<file path="src/rtl/mte_pkg.sv">
// Package with shared constants, register indexes and state codes of the trust evaluator.
`timescale 1ns / 1ps

package mte_pkg;

	// Default number of magnitudes kept in the window.
	localparam int WINDOW_DEPTH_DEF = 16;

	// Fixed-point constants.
	localparam logic [19:0] RATE_MAX = 20'hFFFFF;
	localparam logic [16:0] Q_ONE    = 17'd65536;
	localparam logic [16:0] Q_HALF   = 17'd32768;
	localparam int          MIN_FILL = 10;

	// Engine operand widths.
	localparam int RAD_W  = 56;
	localparam int ROOT_W = RAD_W / 2;
	localparam int NUM_W  = 48;
	localparam int DEN_W  = 32;

	// Configuration register indexes.
	localparam logic [2:0] REG_NOMINAL   = 3'd0;
	localparam logic [2:0] REG_TOLERANCE = 3'd1;
	localparam logic [2:0] REG_MAX_RATE  = 3'd2;
	localparam logic [2:0] REG_TRUST_MAX = 3'd3;
	localparam logic [2:0] REG_TRUST_MIN = 3'd4;

	// Sequencer states.
	typedef enum logic [4:0] {
		S_IDLE,
		S_SQ,
		S_MAG_GO,
		S_MAG_WAIT,
		S_WR,
		S_RMUL,
		S_RATE_GO,
		S_RATE_WAIT,
		S_RDIV_GO,
		S_RDIV_WAIT,
		S_WINIT,
		S_SUM,
		S_VAR1,
		S_VAR2,
		S_VSQ_GO,
		S_VSQ_WAIT,
		S_CDIV_GO,
		S_CDIV_WAIT,
		S_CHK,
		S_TRUST,
		S_OUT
	} state_t;

endpackage

</file>
<file path="src/rtl/mte_isqrt.sv">
// Iterative floor square root, two radicand bits per cycle.
`timescale 1ns / 1ps

module mte_isqrt
	import mte_pkg::*;
(
	input  logic              clk,
	input  logic              arst_n,
	input  logic              start,
	input  logic [RAD_W-1:0]  radicand,
	output logic [ROOT_W-1:0] root,
	output logic              done
);

	localparam int CNT_W = $clog2(ROOT_W);

	logic [RAD_W-1:0] v_q;
	logic [RAD_W-1:0] r_q;
	logic [RAD_W-1:0] bit_q;
	logic [CNT_W-1:0] cnt_q;
	logic             busy_q;
	logic             done_q;
	logic [RAD_W-1:0] trial;

	assign trial = r_q + bit_q;

	// Control: start loads, then one root bit is settled per cycle.
	always_ff @(posedge clk or negedge arst_n) begin
		if (!arst_n) begin
			busy_q <= 1'b0;
			done_q <= 1'b0;
			cnt_q  <= '0;
		end else begin
			done_q <= 1'b0;
			if (start) begin
				busy_q <= 1'b1;
				cnt_q  <= CNT_W'(ROOT_W - 1);
			end else if (busy_q) begin
				if (cnt_q == '0) begin
					busy_q <= 1'b0;
					done_q <= 1'b1;
				end else begin
					cnt_q <= cnt_q - 1'b1;
				end
			end
		end
	end

	// Datapath of the digit recurrence.
	always_ff @(posedge clk) begin
		if (start) begin
			v_q   <= radicand;
			r_q   <= '0;
			bit_q <= RAD_W'(1) << (RAD_W - 2);
		end else if (busy_q) begin
			if (v_q >= trial) begin
				v_q <= v_q - trial;
				r_q <= (r_q >> 1) + bit_q;
			end else begin
				r_q <= r_q >> 1;
			end
			bit_q <= bit_q >> 2;
		end
	end

	assign root = r_q[ROOT_W-1:0];
	assign done = done_q;

endmodule

</file>
<file path="config.mk">
export PLATFORM = sky130hd
export DESIGN_NAME = mte_isqrt
export DESIGN_NICKNAME = d
export VERILOG_FILES = /design/src/rtl/mte_pkg.sv /design/src/rtl/mte_isqrt.sv
export SDC_FILE = /design/constraint.sdc
export NUM_CORES = 1
export LEC_CHECK = 0
export ABC_AREA = 1
export BUFFER_PORTS_ARGS = -buffer_cell sky130_fd_sc_hd__buf_2
export CORE_ASPECT_RATIO = 1.25
export CORE_MARGIN = 5
export CORE_UTILIZATION = 43
export CTS_CLUSTER_DIAMETER = 80
export DETAILED_ROUTE_END_ITERATION = 6
export GPL_ROUTABILITY_DRIVEN = 1
export PLACE_DENSITY = 0.55
export SLEW_MARGIN = 20
export SYNTH_ARGS = -nofsm -noshare
export SYNTH_HDL_FRONTEND = slang
export SYNTH_SLANG_ARGS = --single-unit
export TNS_END_PERCENT = 5
</file>
<file path="constraint.sdc">
create_clock -name clk -period 14.5 [get_ports clk]
set_input_delay 0.725 -clock clk [delete_from_list [all_inputs] [get_ports clk]]
set_output_delay 0.725 -clock clk [all_outputs]
set_load 0.005 [all_outputs]
</file>
# Word level (Yosys, flattened, before mapping)

Cells that the tools add are included.

Word-level logic and storage cells: 30
Input bits: 59
Output and inout port bits: 29
Register bits: 147

Reduce and logical (&&, ||, !) cells: 5
Add/subtract/negate cells: 4
Equality and inequality tests: 1
Magnitude comparators: 1
Mux-type cells: 13

Operator list:

| kind                                             | number |
|---|---|
| two-way mux 56 bit                               | 4 |
| adder 55 x 55 -> 56 bit                          | 1 |
| adder 56 x 55 -> 56 bit                          | 1 |
| greater-or-equal comparator 56 bit               | 1 |
| subtractor 56 bit                                | 1 |
| two-way mux 5 bit                                | 3 |
| two-way mux 1 bit                                | 6 |
| zero test 5 bit                                  | 1 |
| subtractor 5 x 1 -> 5 bit, second input constant | 1 |
| AND reduction 2 bit                              | 2 |
| nonzero test 2 bit                               | 2 |
| inequality test 2 bit, second input constant     | 1 |

# Depth between registers and ports, before layout

Depth after elaboration: 5
Gate-level depth with buffers: 28
Depth with buffers taken out: 28

# Worst setup path after synthesis

Ideal clock, no wire load.

Kind: flip-flop to flip-flop
Start: reg r_q[0]
End: reg v_q[0], enable pin
Stages on the path, launching flop included: 25
Slack: 6.829 ns
Setup time: 0.547 ns
Clock period less this slack: 7.671 ns
Buffers on the path: 0
Required time: 13.953 ns
Arrival time: 7.124 ns
Cell sequence: dfxtp_1 > ha_1 > ha_1 > nand2_1 > o21ai_0 > nand2_1 > a21oi_1 > nand4_1 > nand2_1 > nand2_1 > nand2_1 > nand2_1 > nand3_1 > nand2_1 > ha_1 > nand2_1 > nor2_1 > nand2_1 > nor2_1 > nand2_1 > inv_1 > nand2_2 > nand3_4 > inv_2 > o21ai_0

Word-level cells in the longest chain between the ends: 4

Ends and longest elaborated chain:

| item                                 | line            | source |
|---|---|---|
| start: declaration                   | mte_isqrt.sv:18 | `logic [RAD_W-1:0] r_q;` |
| start signal: assignment             | mte_isqrt.sv:58 | `r_q <= (r_q >> 1) + bit_q;` |
| start signal: assignment             | mte_isqrt.sv:60 | `r_q <= r_q >> 1;` |
| adder 56 x 55 -> 56 bit              | mte_isqrt.sv:25 | `assign trial = r_q + bit_q;` |
| greater-or-equal comparator 56 bit   | mte_isqrt.sv:56 | `if (v_q >= trial) begin` |
| nonzero test 2 bit (no source line)  | n/a             |  |
| AND reduction 2 bit (no source line) | n/a             |  |
| end signal: assignment               | mte_isqrt.sv:52 | `v_q <= radicand;` |
| end signal: assignment               | mte_isqrt.sv:57 | `v_q <= v_q - trial;` |
| end: declaration                     | mte_isqrt.sv:17 | `logic [RAD_W-1:0] v_q;` |

Every way passes these cells.
A chain may end at the register's enable or synchronous reset.

# Worst setup path after layout

Start: reg r_q[2]
End: reg v_q[44], enable pin

The elaborated chain is that of the path after synthesis.

==> qor.yml <==
synthesis:
  avgSynthCellArea_sq_um: 5.657
  synthArstFlopShare_pct: 4.762
  yosysSeqAreaShare_pct: 20.20
  ys.flop_type: "dfxtp_1"
  synthXorXnorAreaFrac_pct: 3.951
  synth_top_area_cell: "nand2_1"
  synthesis.area_sq_um: 17510
  syn_nets: 3272
  synth_mux_area_share_pct: 0
  synth-seq-cells: 147
  synth_edf_count: 56
  yosys.area_share.simple_pct: 42.08
  synth.top_cell.area_share_pct: 23.27
  synth_cell_types: 44
  synth_compound_area_share_pct: 11.77
  netlist_instances: 3096
  yosysWarnings: 0
  synth_top_family_by_area: "simple AND/OR/NAND/NOR gates"
  synth_adder_area_share_pct: 8.401
  ys_top_cells_by_area: "nand2_1 23%, inv_1 11%, dfxtp_1 9.6%"
floorplanning:
  die_y_um: 235.6
  rows: 82
  initial_utilization_pct: 43.55
  core-area_sq_um: 40220
  die_x_um: 190.5
  dieArea_sq_um: 44890
  io_pins: 88
global_routing:
  first_global_vias: 19930
  grt_pass1_wl_um: 112800
  grt_max_degree: 73
  use_met2_pct: 57.70
  grt_usage_pct: 32.91
  use_met3_pct: 3.931
  top_usage_layer: "met2"
  antenna_found_initial: 0
  grt.met1_usage_pct: 37.04
  overflow: 0
cts:
  cts_buffers: 17
  cts_sinks: 147
  cts_tree: "done"
  htree_levels: 4
  post_cts_resized: 0
  clockBufferDepth: 2
  ctsRootBufferMaster: "clkbuf_16"
  clkLatencyLatePin_ns: 0.47
  post_cts_buffers: 0
  cts.clk_slew.worst_paths_ns: 0.07
  ctsHoldBuffers: 0
placement:
  gp_congestion: 1.073
  dpl.cell_count: 3648
  post-dp-hpwl_um: 62630
  io_buffers: 87
  post_dp_cell_area_sq_um: 18240
finish:
  fin_area_sq_um: 18770
  instances_no_fill: 3679
  antennaDiodeCount: 0
  area_growth_syn_to_layout_pct: 7.187
  fillers: 4428
  drive_above_1_share_pct: 4.979
  layout.nets: 3297
  final_common_cell: "nand2_1"
  final_cell_mix: "1086 x nand2_1, 496 x inv_1, 265 x nor2_1, 253 x nand3_1, 161 x a21oi_1"
detailed_routing:
  vias_per_cell: 5.494
  vias: 20210
  drt_iter0_markers: 1751
  drtAntennaViolNets: 0
  first_pass_iters: 6
  wirelength_um: 75370
  drc: 0
  wl_per_cell_um: 20.49
timing:
  setup_viol: 0
  finalHoldViolCount: 0
  fin_crit_sh_pct: 43.26
  period_minus_slack_ns: 6.273
  whs_ns: 0.08084
  drv_slew: 0
  rsz0062_at_grt: "false"
  relSlewSlack_pct: 31.44
  worst_pin_slew_ns: 1.018
  fmax_mhz: 159.4
  setup_tns_ns: 0
  clock_skew_ns: 0.008980
power_and_ir_drop:
  total_power_mw: 2.981
  power.leakage_nw: 9.300
  ir_drop_mv: 0.1301
  powerDensity_nw_per_um2: 158.8
setup_path:
  startpoint_type: "flop"
  r2r_start: "r_q[2]"
  slowest_delay_ns: 0.81
  crit_type: "flop to flop"
  worstPathArrival_ns: 6.36
  cpMostUsedCell: "nand2_1"
  cp.required_ns: 14.59
  cp-end-kind: "flop"
  crit_slowest_cell: "o21ai_0"
  rrSetupSlack_ns: 8.23
  worst-path-stages: 25
  rr_worst_depth: 25
  critical-path-top-delay-family: "simple AND/OR/NAND/NOR gates"
  worstReg2RegEnd: "v_q[44]"
  critical_path_buf_inv_count: 3
  critPathMaxFanout: 56
min_path:
  hp-class: "primary input to asynchronous set/reset pin"
run:
  drv_cap: 0
outcome:
  outcome: "complete, no violations"
cells in the mapped netlist (2+ instances only):
| cell type | instances |
|---|---|
| nand2_1 | 1086 |
| inv_1 | 497 |
| nor2_1 | 267 |
| nand3_1 | 253 |
| a21oi_1 | 161 |
| o21ai_0 | 146 |
| ha_1 | 116 |
| dfxtp_1 | 84 |
| nand4_1 | 82 |
| edfxtp_1 | 56 |
| xor2_1 | 55 |
| clkbuf_1 | 37 |
| nor3_1 | 36 |
| buf_4 | 34 |
| o22ai_1 | 29 |
| xnor2_1 | 24 |
| o21ai_1 | 22 |
| nand3b_1 | 18 |
| buf_2 | 14 |
| o21bai_1 | 11 |
| or2_2 | 11 |
| buf_1 | 8 |
| dfrtp_1 | 7 |
| nor2_2 | 5 |
| o211ai_1 | 4 |
| a21boi_0 | 3 |
| a31oi_1 | 3 |
| and2_1 | 3 |
| nor4_1 | 3 |
| o21a_1 | 3 |
| a21o_1 | 2 |
| clkinv_1 | 2 |
| o21ai_2 | 2 |
| o31ai_1 | 2 |
worst register-to-register path, cell delays in order, from the launching register on:
cell and delay [ns]:
dfxtp_1 0.40, ha_1 0.38, nand2_1 0.09, o21ai_0 0.81, nand3_1 0.14, nand2_1 0.34
nand3_1 0.11, nand2_1 0.25, nand2_1 0.08, nand2_1 0.16, nand3_1 0.26, nand3_1 0.15
nand2_1 0.10, ha_1 0.37, nand2_1 0.12, nor2_1 0.17, nand2_1 0.13, nor2_1 0.17
nand2_1 0.11, o21ai_2 0.13, nor2_2 0.06, buf_4 0.24, nand3_4 0.11, inv_2 0.15
o21ai_4 0.15, buf_4 0.65
layer usage:
layer	part of all wire [%]	vias to the layer above
li1	-	9939
met1	38	9297
met2	49	757
met3	5.2	219
met4	7.8	0
met5	0	-
logic make-up (layout without fill, tap and decap cells):
logic type | Yosys count | in the layout
AND/OR/NAND/NOR | 1770 | 1770
buffers and inverters | 594 | 631
AO/OA/AOI/OAI | 389 | 389
flip-flops | 147 | 147
adder cells (fa/ha/maj) | 117 | 117
XOR/XNOR | 79 | 79
worst max-delay path by stage:
stage | startpoint | to | slack, ns
2_1_floorplan | r_q[0] | v_q[0] | 6.83
3_3_place_gp | r_q[2] | v_q[42] | 8.55
3_5_place_dp | r_q[2] | v_q[49] | 8.58
4_1_cts | r_q[2] | v_q[41] | 8.52
5_1_grt | r_q[2] | v_q[46] | 7.89
6_report | r_q[2] | v_q[44] | 8.23
flip-flops by register name (all words and copies together) (netlist names):
register,cells
bit_q,28
cnt_q,5
done,1
v_q,56
busy_q,1
r_q,56
stage by stage:
step | setup WS (ns) | util (%)
after CTS | 8.521 | 46.68
after floorplan | 6.829 | -
after global routing | 7.886 | 46.68
after detailed placement | 8.583 | 45.36
after global placement | 8.553 | 45.36
final | 8.227 | 46.68
power breakdown:
part           switching (mW)  internal (mW)
clock                   0.196          0.230
combinational            1.29          0.578
sequential              0.104          0.587
final cells by class:
| class | instances | area (sq um) | share of cell area (%) |
|---|---|---|---|
| clock buffer | 22 | 474.2 | 2.526 |
| clock inverter | 9 | 55.05 | 0.2933 |
| inverter | 500 | 1877 | 9.997 |
| multi-input combinational | 2355 | 11610 | 61.84 |
| sequential | 147 | 3538 | 18.85 |
| tap | 546 | 683.2 | 3.639 |
| timing repair buffer | 100 | 535.5 | 2.853 |
(Power assumes the default switching activity.)
