===== src/rtl/mte_pkg.sv =====
// Package with shared constants, register indexes and state codes of the trust evaluator.
`timescale 1ns / 1ps

package mte_pkg;

	// Default number of magnitudes kept in the window.
	localparam int WINDOW_DEPTH_DEF = 16;

	// Fixed-point constants.
	localparam logic [19:0] RATE_MAX = 20'hFFFFF;
	localparam logic [16:0] Q_ONE    = 17'd65536;
	localparam logic [16:0] Q_HALF   = 17'd32768;
	localparam int          MIN_FILL = 10;

	// Engine operand widths.
	localparam int RAD_W  = 56;
	localparam int ROOT_W = RAD_W / 2;
	localparam int NUM_W  = 48;
	localparam int DEN_W  = 32;

	// Configuration register indexes.
	localparam logic [2:0] REG_NOMINAL   = 3'd0;
	localparam logic [2:0] REG_TOLERANCE = 3'd1;
	localparam logic [2:0] REG_MAX_RATE  = 3'd2;
	localparam logic [2:0] REG_TRUST_MAX = 3'd3;
	localparam logic [2:0] REG_TRUST_MIN = 3'd4;

	// Sequencer states.
	typedef enum logic [4:0] {
		S_IDLE,
		S_SQ,
		S_MAG_GO,
		S_MAG_WAIT,
		S_WR,
		S_RMUL,
		S_RATE_GO,
		S_RATE_WAIT,
		S_RDIV_GO,
		S_RDIV_WAIT,
		S_WINIT,
		S_SUM,
		S_VAR1,
		S_VAR2,
		S_VSQ_GO,
		S_VSQ_WAIT,
		S_CDIV_GO,
		S_CDIV_WAIT,
		S_CHK,
		S_TRUST,
		S_OUT
	} state_t;

endpackage


===== src/rtl/mte_div.sv =====
// Restoring unsigned divider, one quotient bit per cycle.
`timescale 1ns / 1ps

module mte_div
	import mte_pkg::*;
(
	input  logic             clk,
	input  logic             arst_n,
	input  logic             start,
	input  logic [NUM_W-1:0] numer,
	input  logic [DEN_W-1:0] denom,
	output logic [NUM_W-1:0] quot,
	output logic             done
);

	localparam int CNT_W = $clog2(NUM_W);

	logic [NUM_W-1:0] q_q;
	logic [DEN_W-1:0] rem_q;
	logic [DEN_W-1:0] den_q;
	logic [CNT_W-1:0] cnt_q;
	logic             busy_q;
	logic             done_q;
	logic [DEN_W:0]   trial;

	assign trial = {rem_q, q_q[NUM_W-1]};

	// Control counter over the numerator bits.
	always_ff @(posedge clk or negedge arst_n) begin
		if (!arst_n) begin
			busy_q <= 1'b0;
			done_q <= 1'b0;
			cnt_q  <= '0;
		end else begin
			done_q <= 1'b0;
			if (start) begin
				busy_q <= 1'b1;
				cnt_q  <= CNT_W'(NUM_W - 1);
			end else if (busy_q) begin
				if (cnt_q == '0) begin
					busy_q <= 1'b0;
					done_q <= 1'b1;
				end else begin
					cnt_q <= cnt_q - 1'b1;
				end
			end
		end
	end

	// Shift the numerator out and the quotient in.
	always_ff @(posedge clk) begin
		if (start) begin
			q_q   <= numer;
			rem_q <= '0;
			den_q <= denom;
		end else if (busy_q) begin
			if (trial >= {1'b0, den_q}) begin
				rem_q <= DEN_W'(trial - {1'b0, den_q});
				q_q   <= {q_q[NUM_W-2:0], 1'b1};
			end else begin
				rem_q <= trial[DEN_W-1:0];
				q_q   <= {q_q[NUM_W-2:0], 1'b0};
			end
		end
	end

	assign quot = q_q;
	assign done = done_q;

endmodule


===== config.mk =====
export PLATFORM = sky130hd
export DESIGN_NAME = mte_div
export DESIGN_NICKNAME = d
export VERILOG_FILES = /design/src/rtl/mte_pkg.sv /design/src/rtl/mte_div.sv
export SDC_FILE = /design/constraint.sdc
export NUM_CORES = 1
export LEC_CHECK = 0
export ABC_AREA = 0
export BUFFER_PORTS_ARGS = -buffer_cell sky130_fd_sc_hd__buf_2
export CAP_MARGIN = 40
export CORE_ASPECT_RATIO = 0.75
export CORE_MARGIN = 4
export CORE_UTILIZATION = 45
export CTS_CLUSTER_SIZE = 10
export DETAILED_ROUTE_END_ITERATION = 12
export PLACE_DENSITY = 0.74
export SETUP_SLACK_MARGIN = 0.4
export SLEW_MARGIN = 10
export SYNTH_ARGS = -nofsm -noshare
export SYNTH_HDL_FRONTEND = slang
export SYNTH_SLANG_ARGS = --single-unit

===== constraint.sdc =====
create_clock -name clk -period 7.7 [get_ports clk]
set_input_delay 1.54 -clock clk [delete_from_list [all_inputs] [get_ports clk]]
set_output_delay 1.54 -clock clk [all_outputs]
set_load 0.1 [all_outputs]

Word level (Yosys, flattened, before mapping)
Index checks and enable logic that the tools add are counted.

Multiplexer cells: 13. Order comparisons: 1. Div/mod/pow operators: 0. $add $sub $neg: 2. Reductions and logical operators: 3. Equal/unequal tests: 1. Multiply operators: 0. Shifts and indexed selects: 0. Bitwise gates (word level): 0.

Operator list (number): $mux W48 (2); $ge A33 B32 Y1 (1); $mux W32 (1); $sub A32 B32 Y32 (1); $mux W6 (3); $mux W1 (7); $logic_not A6 Y1 (1); $sub A6 B1 Y6 const B (1); $ne A2 B2 Y1 const B (1); $reduce_and A2 Y1 (1); $reduce_bool A2 Y1 (1).

Memory bits (read-only): 0. Register bits after elaboration: 120. Output and inout port bits: 49. Memories: 0. Memory bits (writable): 0. Latch bits: 0. Input port bits: 83. Word-level logic and storage cells: 26.

Depth between registers and ports, before layout
Gate-level depths: netlist of the first run.

Depth after elaboration: 4. Mapped depth: 13.

Least setup slack after synthesis of the first run
Ideal clock, no wire load.

Path type: register -> register. From: register q_q[47] (netlist: quot[47]). To: register rem_q[28]. Period minus slack after synthesis: 3.337 ns. Setup time: 0.091 ns. Arrival time: 3.246 ns. Setup slack: 4.363 ns. Path buffers: 0. Cell stages (with the launch flop): 13. Cells stage by stage: edfxtp_1 inv_1 ha_1 fa_1 nor2b_1 o21bai_1 a211oi_1 nor2_1 o311ai_1 a31oi_1 mux2i_1 o21ai_1 a311oi_1.

Word-level cells in the longest chain between the ends: 2. Elaborated cells on any way between the ends: 3. Classes of those cells: add/sub: 1; order compare: 1; mux: 1.

Ends and longest elaborated chain: start: declaration (RTL line mte_div.sv:18) `logic [NUM_W-1:0] q_q;`; start signal: assignment (RTL line mte_div.sv:53) `q_q <= numer;`; start signal: assignment (RTL line mte_div.sv:59) `q_q <= {q_q[NUM_W-2:0], 1'b1};`; start signal: assignment (RTL line mte_div.sv:62) `q_q <= {q_q[NUM_W-2:0], 1'b0};`; $sub A32 B32 Y32 / $ge A33 B32 Y1 (equally long branches) (RTL line mte_div.sv:58, mte_div.sv:57); $mux W32 (*) (RTL line mte_div.sv:57) `if (trial >= {1'b0, den_q}) begin`; end signal: assignment (RTL line mte_div.sv:58) `rem_q <= DEN_W'(trial - {1'b0, den_q});`; end signal: assignment (RTL line mte_div.sv:61) `rem_q <= trial[DEN_W-1:0];`; end: declaration (RTL line mte_div.sv:19) `logic [DEN_W-1:0] rem_q;`.

Mark *: on every way between the ends. The rest lies on a longest branch, timed or not. A chain may end at the register's enable or synchronous reset.

Worst setup path after layout of the first run
From: register q_q[47] (netlist: quot[47]). To: register rem_q[30].

Same word-level chain as after synthesis.

==> results of run 1 <==
[cell usage after synthesis (2+ instances only)]
| cell | count | area [um^2] |
|---|---|---|
| xor2_1 | 10 | 87.58 |
| a31oi_1 | 4 | 25.02 |
| inv_1 | 45 | 168.9 |
| or3_1 | 6 | 37.54 |
| buf_2 | 3 | 15.01 |
| nor2_1 | 52 | 195.2 |
| mux2_2 | 49 | 551.8 |
| nor2b_1 | 3 | 18.77 |
| a211o_1 | 5 | 43.79 |
| and2_1 | 2 | 12.51 |
| xnor2_1 | 20 | 175.2 |
| nor3b_1 | 2 | 15.01 |
| o21ai_1 | 3 | 15.01 |
| mux2i_1 | 3 | 30.03 |
| o211ai_1 | 4 | 30.03 |
| nand2_1 | 74 | 277.8 |
| o22ai_1 | 3 | 18.77 |
| and3_1 | 2 | 12.51 |
| edfxtp_1 | 80 | 2402 |
| clkbuf_1 | 27 | 101.4 |
| o21bai_1 | 7 | 52.55 |
| nor3_1 | 4 | 20.02 |
| o311ai_0 | 3 | 26.28 |
| o21a_1 | 4 | 30.03 |
| a21o_1 | 9 | 67.56 |
| a21oi_1 | 30 | 150.1 |
| buf_4 | 2 | 15.01 |
| a311oi_1 | 31 | 271.5 |
| nand4_1 | 9 | 56.30 |
| nand2b_1 | 13 | 81.33 |
| nor4_1 | 5 | 31.28 |
| o21ai_0 | 13 | 65.06 |
| o21ai_2 | 2 | 17.52 |
| dfxtp_1 | 32 | 640.6 |
| nand3_1 | 14 | 70.07 |
| ha_1 | 34 | 425.4 |
| a211oi_1 | 3 | 22.52 |
| dfrtp_1 | 8 | 200.2 |
[metal layers]
layer | up-vias | global-route usage | routed length, um
li1 | 2564 | - | -
met1 | 2428 | 0.2602 | 7118
met5 | - | 0 | 0
met3 | 27 | 0.04323 | 837
met2 | 142 | 0.2758 | 6735
met4 | 0 | 0.05723 | 267
[flip-flops by register name, indices dropped and copies added (netlist names)]
register	count
cnt_q	6
quot	48
rem_q	32
busy_q	1
den_q	32
done	1
[stage by stage]
stage | power [mW] | instances
finish | 2.826 | 970
global route | 3.007 | 970
CTS | 2.833 | 970
detailed placement | 2.042 | 938
global placement | 2.002 | 936
floorplan | 1.808 | 637
[worst max-delay path: stages, from the launching register on]
cell	delay [ps]
edfxtp_1	360
inv_1	50
ha_1	220
fa_1	420
nor2b_1	190
o21bai_1	140
a211oi_1	290
nor2_1	100
o311ai_1	530
a31oi_1	320
mux2i_1	210
o21ai_1	80
a311oi_1	260
[worst paths after layout]
path	startpoint	end	slack (ps)	cells past startpoint
max	quot[47]	rem_q[30]	4420	12
min	rem_q[6]	rem_q[7]	500	2
max reg2reg	quot[47]	rem_q[30]	4420	12
min reg2reg	rem_q[6]	rem_q[7]	500	2
max in group asynchronous	arst_n	busy_q	6520	1
min in group asynchronous	arst_n	done	970	1
[logic make-up after synthesis]
logic type,Yosys count,share of synthesized area
and+or+nand+nor,188,0.1266
AOI/OAI and AO/OA,133,0.1445
DFF,120,0.4876
buffers and inverters,79,0.04740
muxes,52,0.08747
adders and majority gates,35,0.06697
xor gates and xnor gates,30,0.03950
[power by group through the flow]
stage | clock network, mW | logic (mW) | registers, mW
final | 0.779 | 1.17 | 0.876
after global routing | 0.825 | 1.29 | 0.891
after CTS | 0.791 | 1.17 | 0.876
after detailed placement | 0 | 1.16 | 0.886
after global placement | 0 | 1.12 | 0.886
after floorplan | 0 | 0.724 | 1.08
[cell type report]
type	count	area (um^2)	area share
Inverter	45	168.9	0.02094
Multi-Input combinational cell	438	3104	0.3848
Timing Repair Buffer	135	720.7	0.08933
Tap cell	200	250.2	0.03102
Sequential cell	120	3244	0.4021
Clock buffer	17	425.4	0.05273
Clock inverter	15	153.9	0.01908
==> reports/metrics.yaml, run 1 <==
drc_errors: 0
cts_max_level: 4
antenna_found_initial: 0
drt-initial-drc-count: 444
grt_setup_unrepaired: "no"
tritoncts: "built"
clockBufferDepth: 2
nFillCells: 1274
post-route-period-util: 0.4254
antenna_left: 0
cp-end-kind: "flip-flop"
netSwitchingFraction: 0.4096
ios: 132
insertion_delay_ps: 420
vias_per_cell: 5.321
hp-class: "reg2reg"
fin_crit_ps: 3276
cell_internal_pwr_mw: 1.668
final_common_cell: "buf_2"
worst_slew_pin_slew_ps: 759.3
cp.arrival_ps: 3600
overflow: 0
grt_max_degree: 68
grt_pass1_vias: 4998
start_kind: "flip-flop"
num_vias: 5161
required_ps: 8020
final_nets: 875
hold_viol: 0
p_switching_mw: 1.157
fmax_ghz: 0.3053
grt_first_pass_wirelength_um: 24810
p_per_area_mw_per_mm2: 350.3
port_buffers: 131
power_frac_clock: 0.276
die_h_um: 113.3
diodes: 0
synthCells: 637
drive_gt1_frac: 0.2896
synth.avg_cell_area_um2: 10.44
fin_util: 0.5582
synth-seq-cells: 120
cp_max_fo: 3
drt_pass1_iterations: 7
area_delta_synth_final_pct: 21.29
cts_hold_buf: 0
cap_violations: 0
post_cts_buffers: 0
track_usage: 0.1822
synth_async_sr_flop_share: 0.06667
ir_worst_vdd_mv: 0.2029
status: "finished clean"
finalWorstSetupSlack_ps: 4424
seq_power_share: 0.310
timing.slew.headroom: 0.4938
path_clk_slew_ps: 60
dieWidth_um: 148.4
yosys_warnings: 0
place_ws_ps: 4129
synth_nets: 755
holdWs_ps: 496.2
setup_viol: 0
clock_skew_ps: 9.874
synthFlopType: "edfxtp_1"
numCtsBuffers: 17
routed_wl_um: 14960
finalSetupTns_ps: 0
path_class: "reg2reg"
slew_violations: 0
wl_per_cell_um: 15.42
core-area_mm2: 0.01445
place_area_mm2: 0.007488
cts_sinks: 120
cts_resized: 0
cellLeakagePower_nw: 3.466
p_comb_frac: 0.414
fin_area_mm2: 0.008068
synth-edff-count: 80
gp_congestion: 0.8763
seq_area_frac_synth: 0.4876
synth_area_mm2: 0.006651
cts_root_buffer: "clkbuf_16"
mostFrequentLayoutCells: "buf_2, edfxtp_1, nand2_1, nor2_1, mux2_2"
dieArea_mm2: 0.01681
hpwl_um: 10490
synth.distinct_cells: 55
std_cell_rows: 38
initial_core_util: 0.4602
Note: power is estimated with default switching activity, not from simulation.
==> run 2, diff against run 1 <==
==> constraint.sdc (replaced) <==
create_clock -name clk -period 3.1 [get_ports clk]
set_input_delay 0.62 -clock clk [delete_from_list [all_inputs] [get_ports clk]]
set_output_delay 0.62 -clock clk [all_outputs]
set_load 0.1 [all_outputs]
==> run 2 against run 1 <==
Sequential cell count unchanged. Wire length up 15%. Utilization grew 3.8 points. Worst setup slack got worse by 4100 ps. Die area stayed put. Sequential power rose to 2.5 times the previous value. Largest cell class is now multi-input combinational cells. Global-route usage rose by 1.8 points. Hold slack got worse by 460 ps. Final cell count is 2.6% higher. Largest power group unchanged. Critical path type unchanged.
==> reports/metrics.yaml, run 2 (synthesized netlist as in run 1, its figures left out) <==
path_clk_slew_ps: 60  # about the same
cts_root_buffer: "clkbuf_16"  # unchanged
routed_wl_um: 17190  # was 14960 um
num_vias: 5500  # was 5161
worst_slew_pin_slew_ps: 695.5  # was 759.3 ps
mostFrequentLayoutCells: "buf_2, edfxtp_1, nand2_1, nor2_1, mux2_2"  # unchanged
layout.cells.non_filler: 995  # was 970
cap_violations: 0  # unchanged
core-area_mm2: 0.01445  # unchanged
finalWorstSetupSlack_ps: 284.5  # was 4424 ps
fin_area_mm2: 0.008621  # was 0.008068 mm^2
grt_max_degree: 38  # was 68
holdWs_ps: 38.05  # was 496.2 ps
fmax_ghz: 0.3552  # was 0.3053 GHz
grt_setup_unrepaired: "yes"  # was no
ff2ff_path_depth: 13  # was 12
cts_hold_buf: 0  # unchanged
drc_errors: 0  # unchanged
post-route-period-util: 0.9082  # was 0.4254
overflow: 0  # unchanged
dieArea_mm2: 0.01681  # unchanged
die_h_um: 113.3  # unchanged
status: "finished clean"  # unchanged
vias_per_cell: 5.528  # was 5.321
gp_congestion: 0.8850  # was 0.8763
cp.arrival_ps: 3130  # was 3600 ps
numCtsBuffers: 17  # unchanged
power_mw: 7.837  # was 2.826 mW
cp-end-kind: "flip-flop"  # unchanged
drt_pass1_iterations: 5  # was 7
place_ws_ps: 90.56  # was 4129 ps
cts_max_level: 4  # unchanged
start_kind: "flip-flop"  # unchanged
p_per_area_mw_per_mm2: 909.1  # was 350.3 mW/mm^2
track_usage: 0.2004  # was 0.1822
largest_register_ffs: 48  # unchanged
cts_sinks: 120  # unchanged
hp-class: "in2async"  # was reg2reg
clockBufferDepth: 2  # unchanged
tritoncts: "built"  # unchanged
area_delta_synth_final_pct: 29.61  # was 21.29%
grt_first_pass_wirelength_um: 26970  # was 24810 um
cp_max_fo: 8  # was 3
ir_worst_vdd_mv: 0.4981  # was 0.2029 mV
path_class: "reg2reg"  # unchanged
hold_viol: 0  # unchanged
insertion_delay_ps: 420  # about the same
dieWidth_um: 148.4  # unchanged
timing.slew.headroom: 0.5364  # was 0.4938
fin_crit_ps: 2815  # was 3276 ps
antenna_found_initial: 0  # unchanged
cellLeakagePower_nw: 3.687  # was 3.466 nW
antenna_left: 0  # unchanged
drt-initial-drc-count: 543  # was 444
wl_per_cell_um: 17.27  # was 15.42 um
initial_core_util: 0.4602  # unchanged
slew_violations: 0  # unchanged
setup_viol: 0  # unchanged
clock_skew_ps: 14.20  # was 9.874 ps
drive_gt1_frac: 0.3761  # was 0.2896
ios: 132  # unchanged
nFillCells: 1205  # was 1274
grt_pass1_vias: 5311  # was 4998
port_buffers: 131  # unchanged
hpwl_um: 11040  # was 10490 um
final_nets: 900  # was 875
post-place-cells: 944  # was 938
place_area_mm2: 0.007532  # was 0.007488 mm^2
required_ps: 3420  # was 8020 ps
diodes: 0  # unchanged
std_cell_rows: 38  # unchanged
final_common_cell: "buf_2"  # unchanged
==> run 2: cell count changes in the layout (fill, tap and decap cells not counted), moves of 6 or more <==
cell | before | now
buf_6 | 0 | 6
buf_4 | 3 | 20
a311oi_2 | 0 | 12
nand2_1 | 74 | 64
nand2_2 | 0 | 10
ha_1 | 34 | 28
a311oi_1 | 31 | 19
==> run 2: through the flow <==
step | utilization | TNS (ps)
after floorplan | - | -2727
after global placement | 0.5211 | 0
after detailed placement | 0.5211 | 0
after CTS | 0.5846 | 0
after global routing | 0.5964 | 0
final | 0.5964 | 0
==> run 2: worst max-delay path: stages (launching register included) <==
cell,delay (ps)
edfxtp_1,380
inv_2,80
ha_4,200
a21o_1,190
a211o_1,260
o21ai_2,170
o311a_1,200
o211a_1,190
o21ai_4,80
buf_6,140
a21oi_4,260
buf_6,200
nand2_2,80
a311oi_2,260
==> run 2: final timing paths <==
kind                       startpoint  slack [ps]   endpoint
setup / recovery             den_q[4]         280   rem_q[6]
hold / removal                 arst_n          40   cnt_q[1]
setup reg to reg             den_q[4]         280   rem_q[6]
hold reg to reg              rem_q[4]         500   rem_q[4]
max in group asynchronous      arst_n        2870     busy_q
min in group clk            denom[26]         370  den_q[26]
==> run 2: area by class of cell <==
class                      count  area [um^2]  share of cell area
sequential                   120         3244              0.3763
timing repair buffer         158        908.4              0.1054
multi-input combinational    440         3445              0.3996
clock inverter                15        178.9             0.02075
clock buffer                  17        425.4             0.04935
tap                          200        250.2             0.02903
inverter                      45        168.9             0.01959
==> run 2: per-layer routing <==
metal | up-vias | global-route usage | wire length (um)
li1 | 2621 | - | -
met2 | 177 | 0.3083 | 7887
met1 | 2674 | 0.2862 | 7965
met4 | 0 | 0.05662 | 280
met3 | 28 | 0.04524 | 1052
met5 | - | 0 | 0
==> run 2: power by group <==
group | switching (mW) | internal [mW] | total [mW]
sequential | 0.205 | 2.00 | 2.20
clock | 0.838 | 1.22 | 2.06
combinational | 2.23 | 1.35 | 3.58
==> run 2: timing repair <==
| item | in CTS | in global routing |
|---|---|---|
| setup endpoints to repair | 33 | 33 |
| cloned | 4 | 0 |
| resized for setup | 41 | 28 |
| pin swaps | 26 | 19 |
| setup buffers | 10 | 5 |
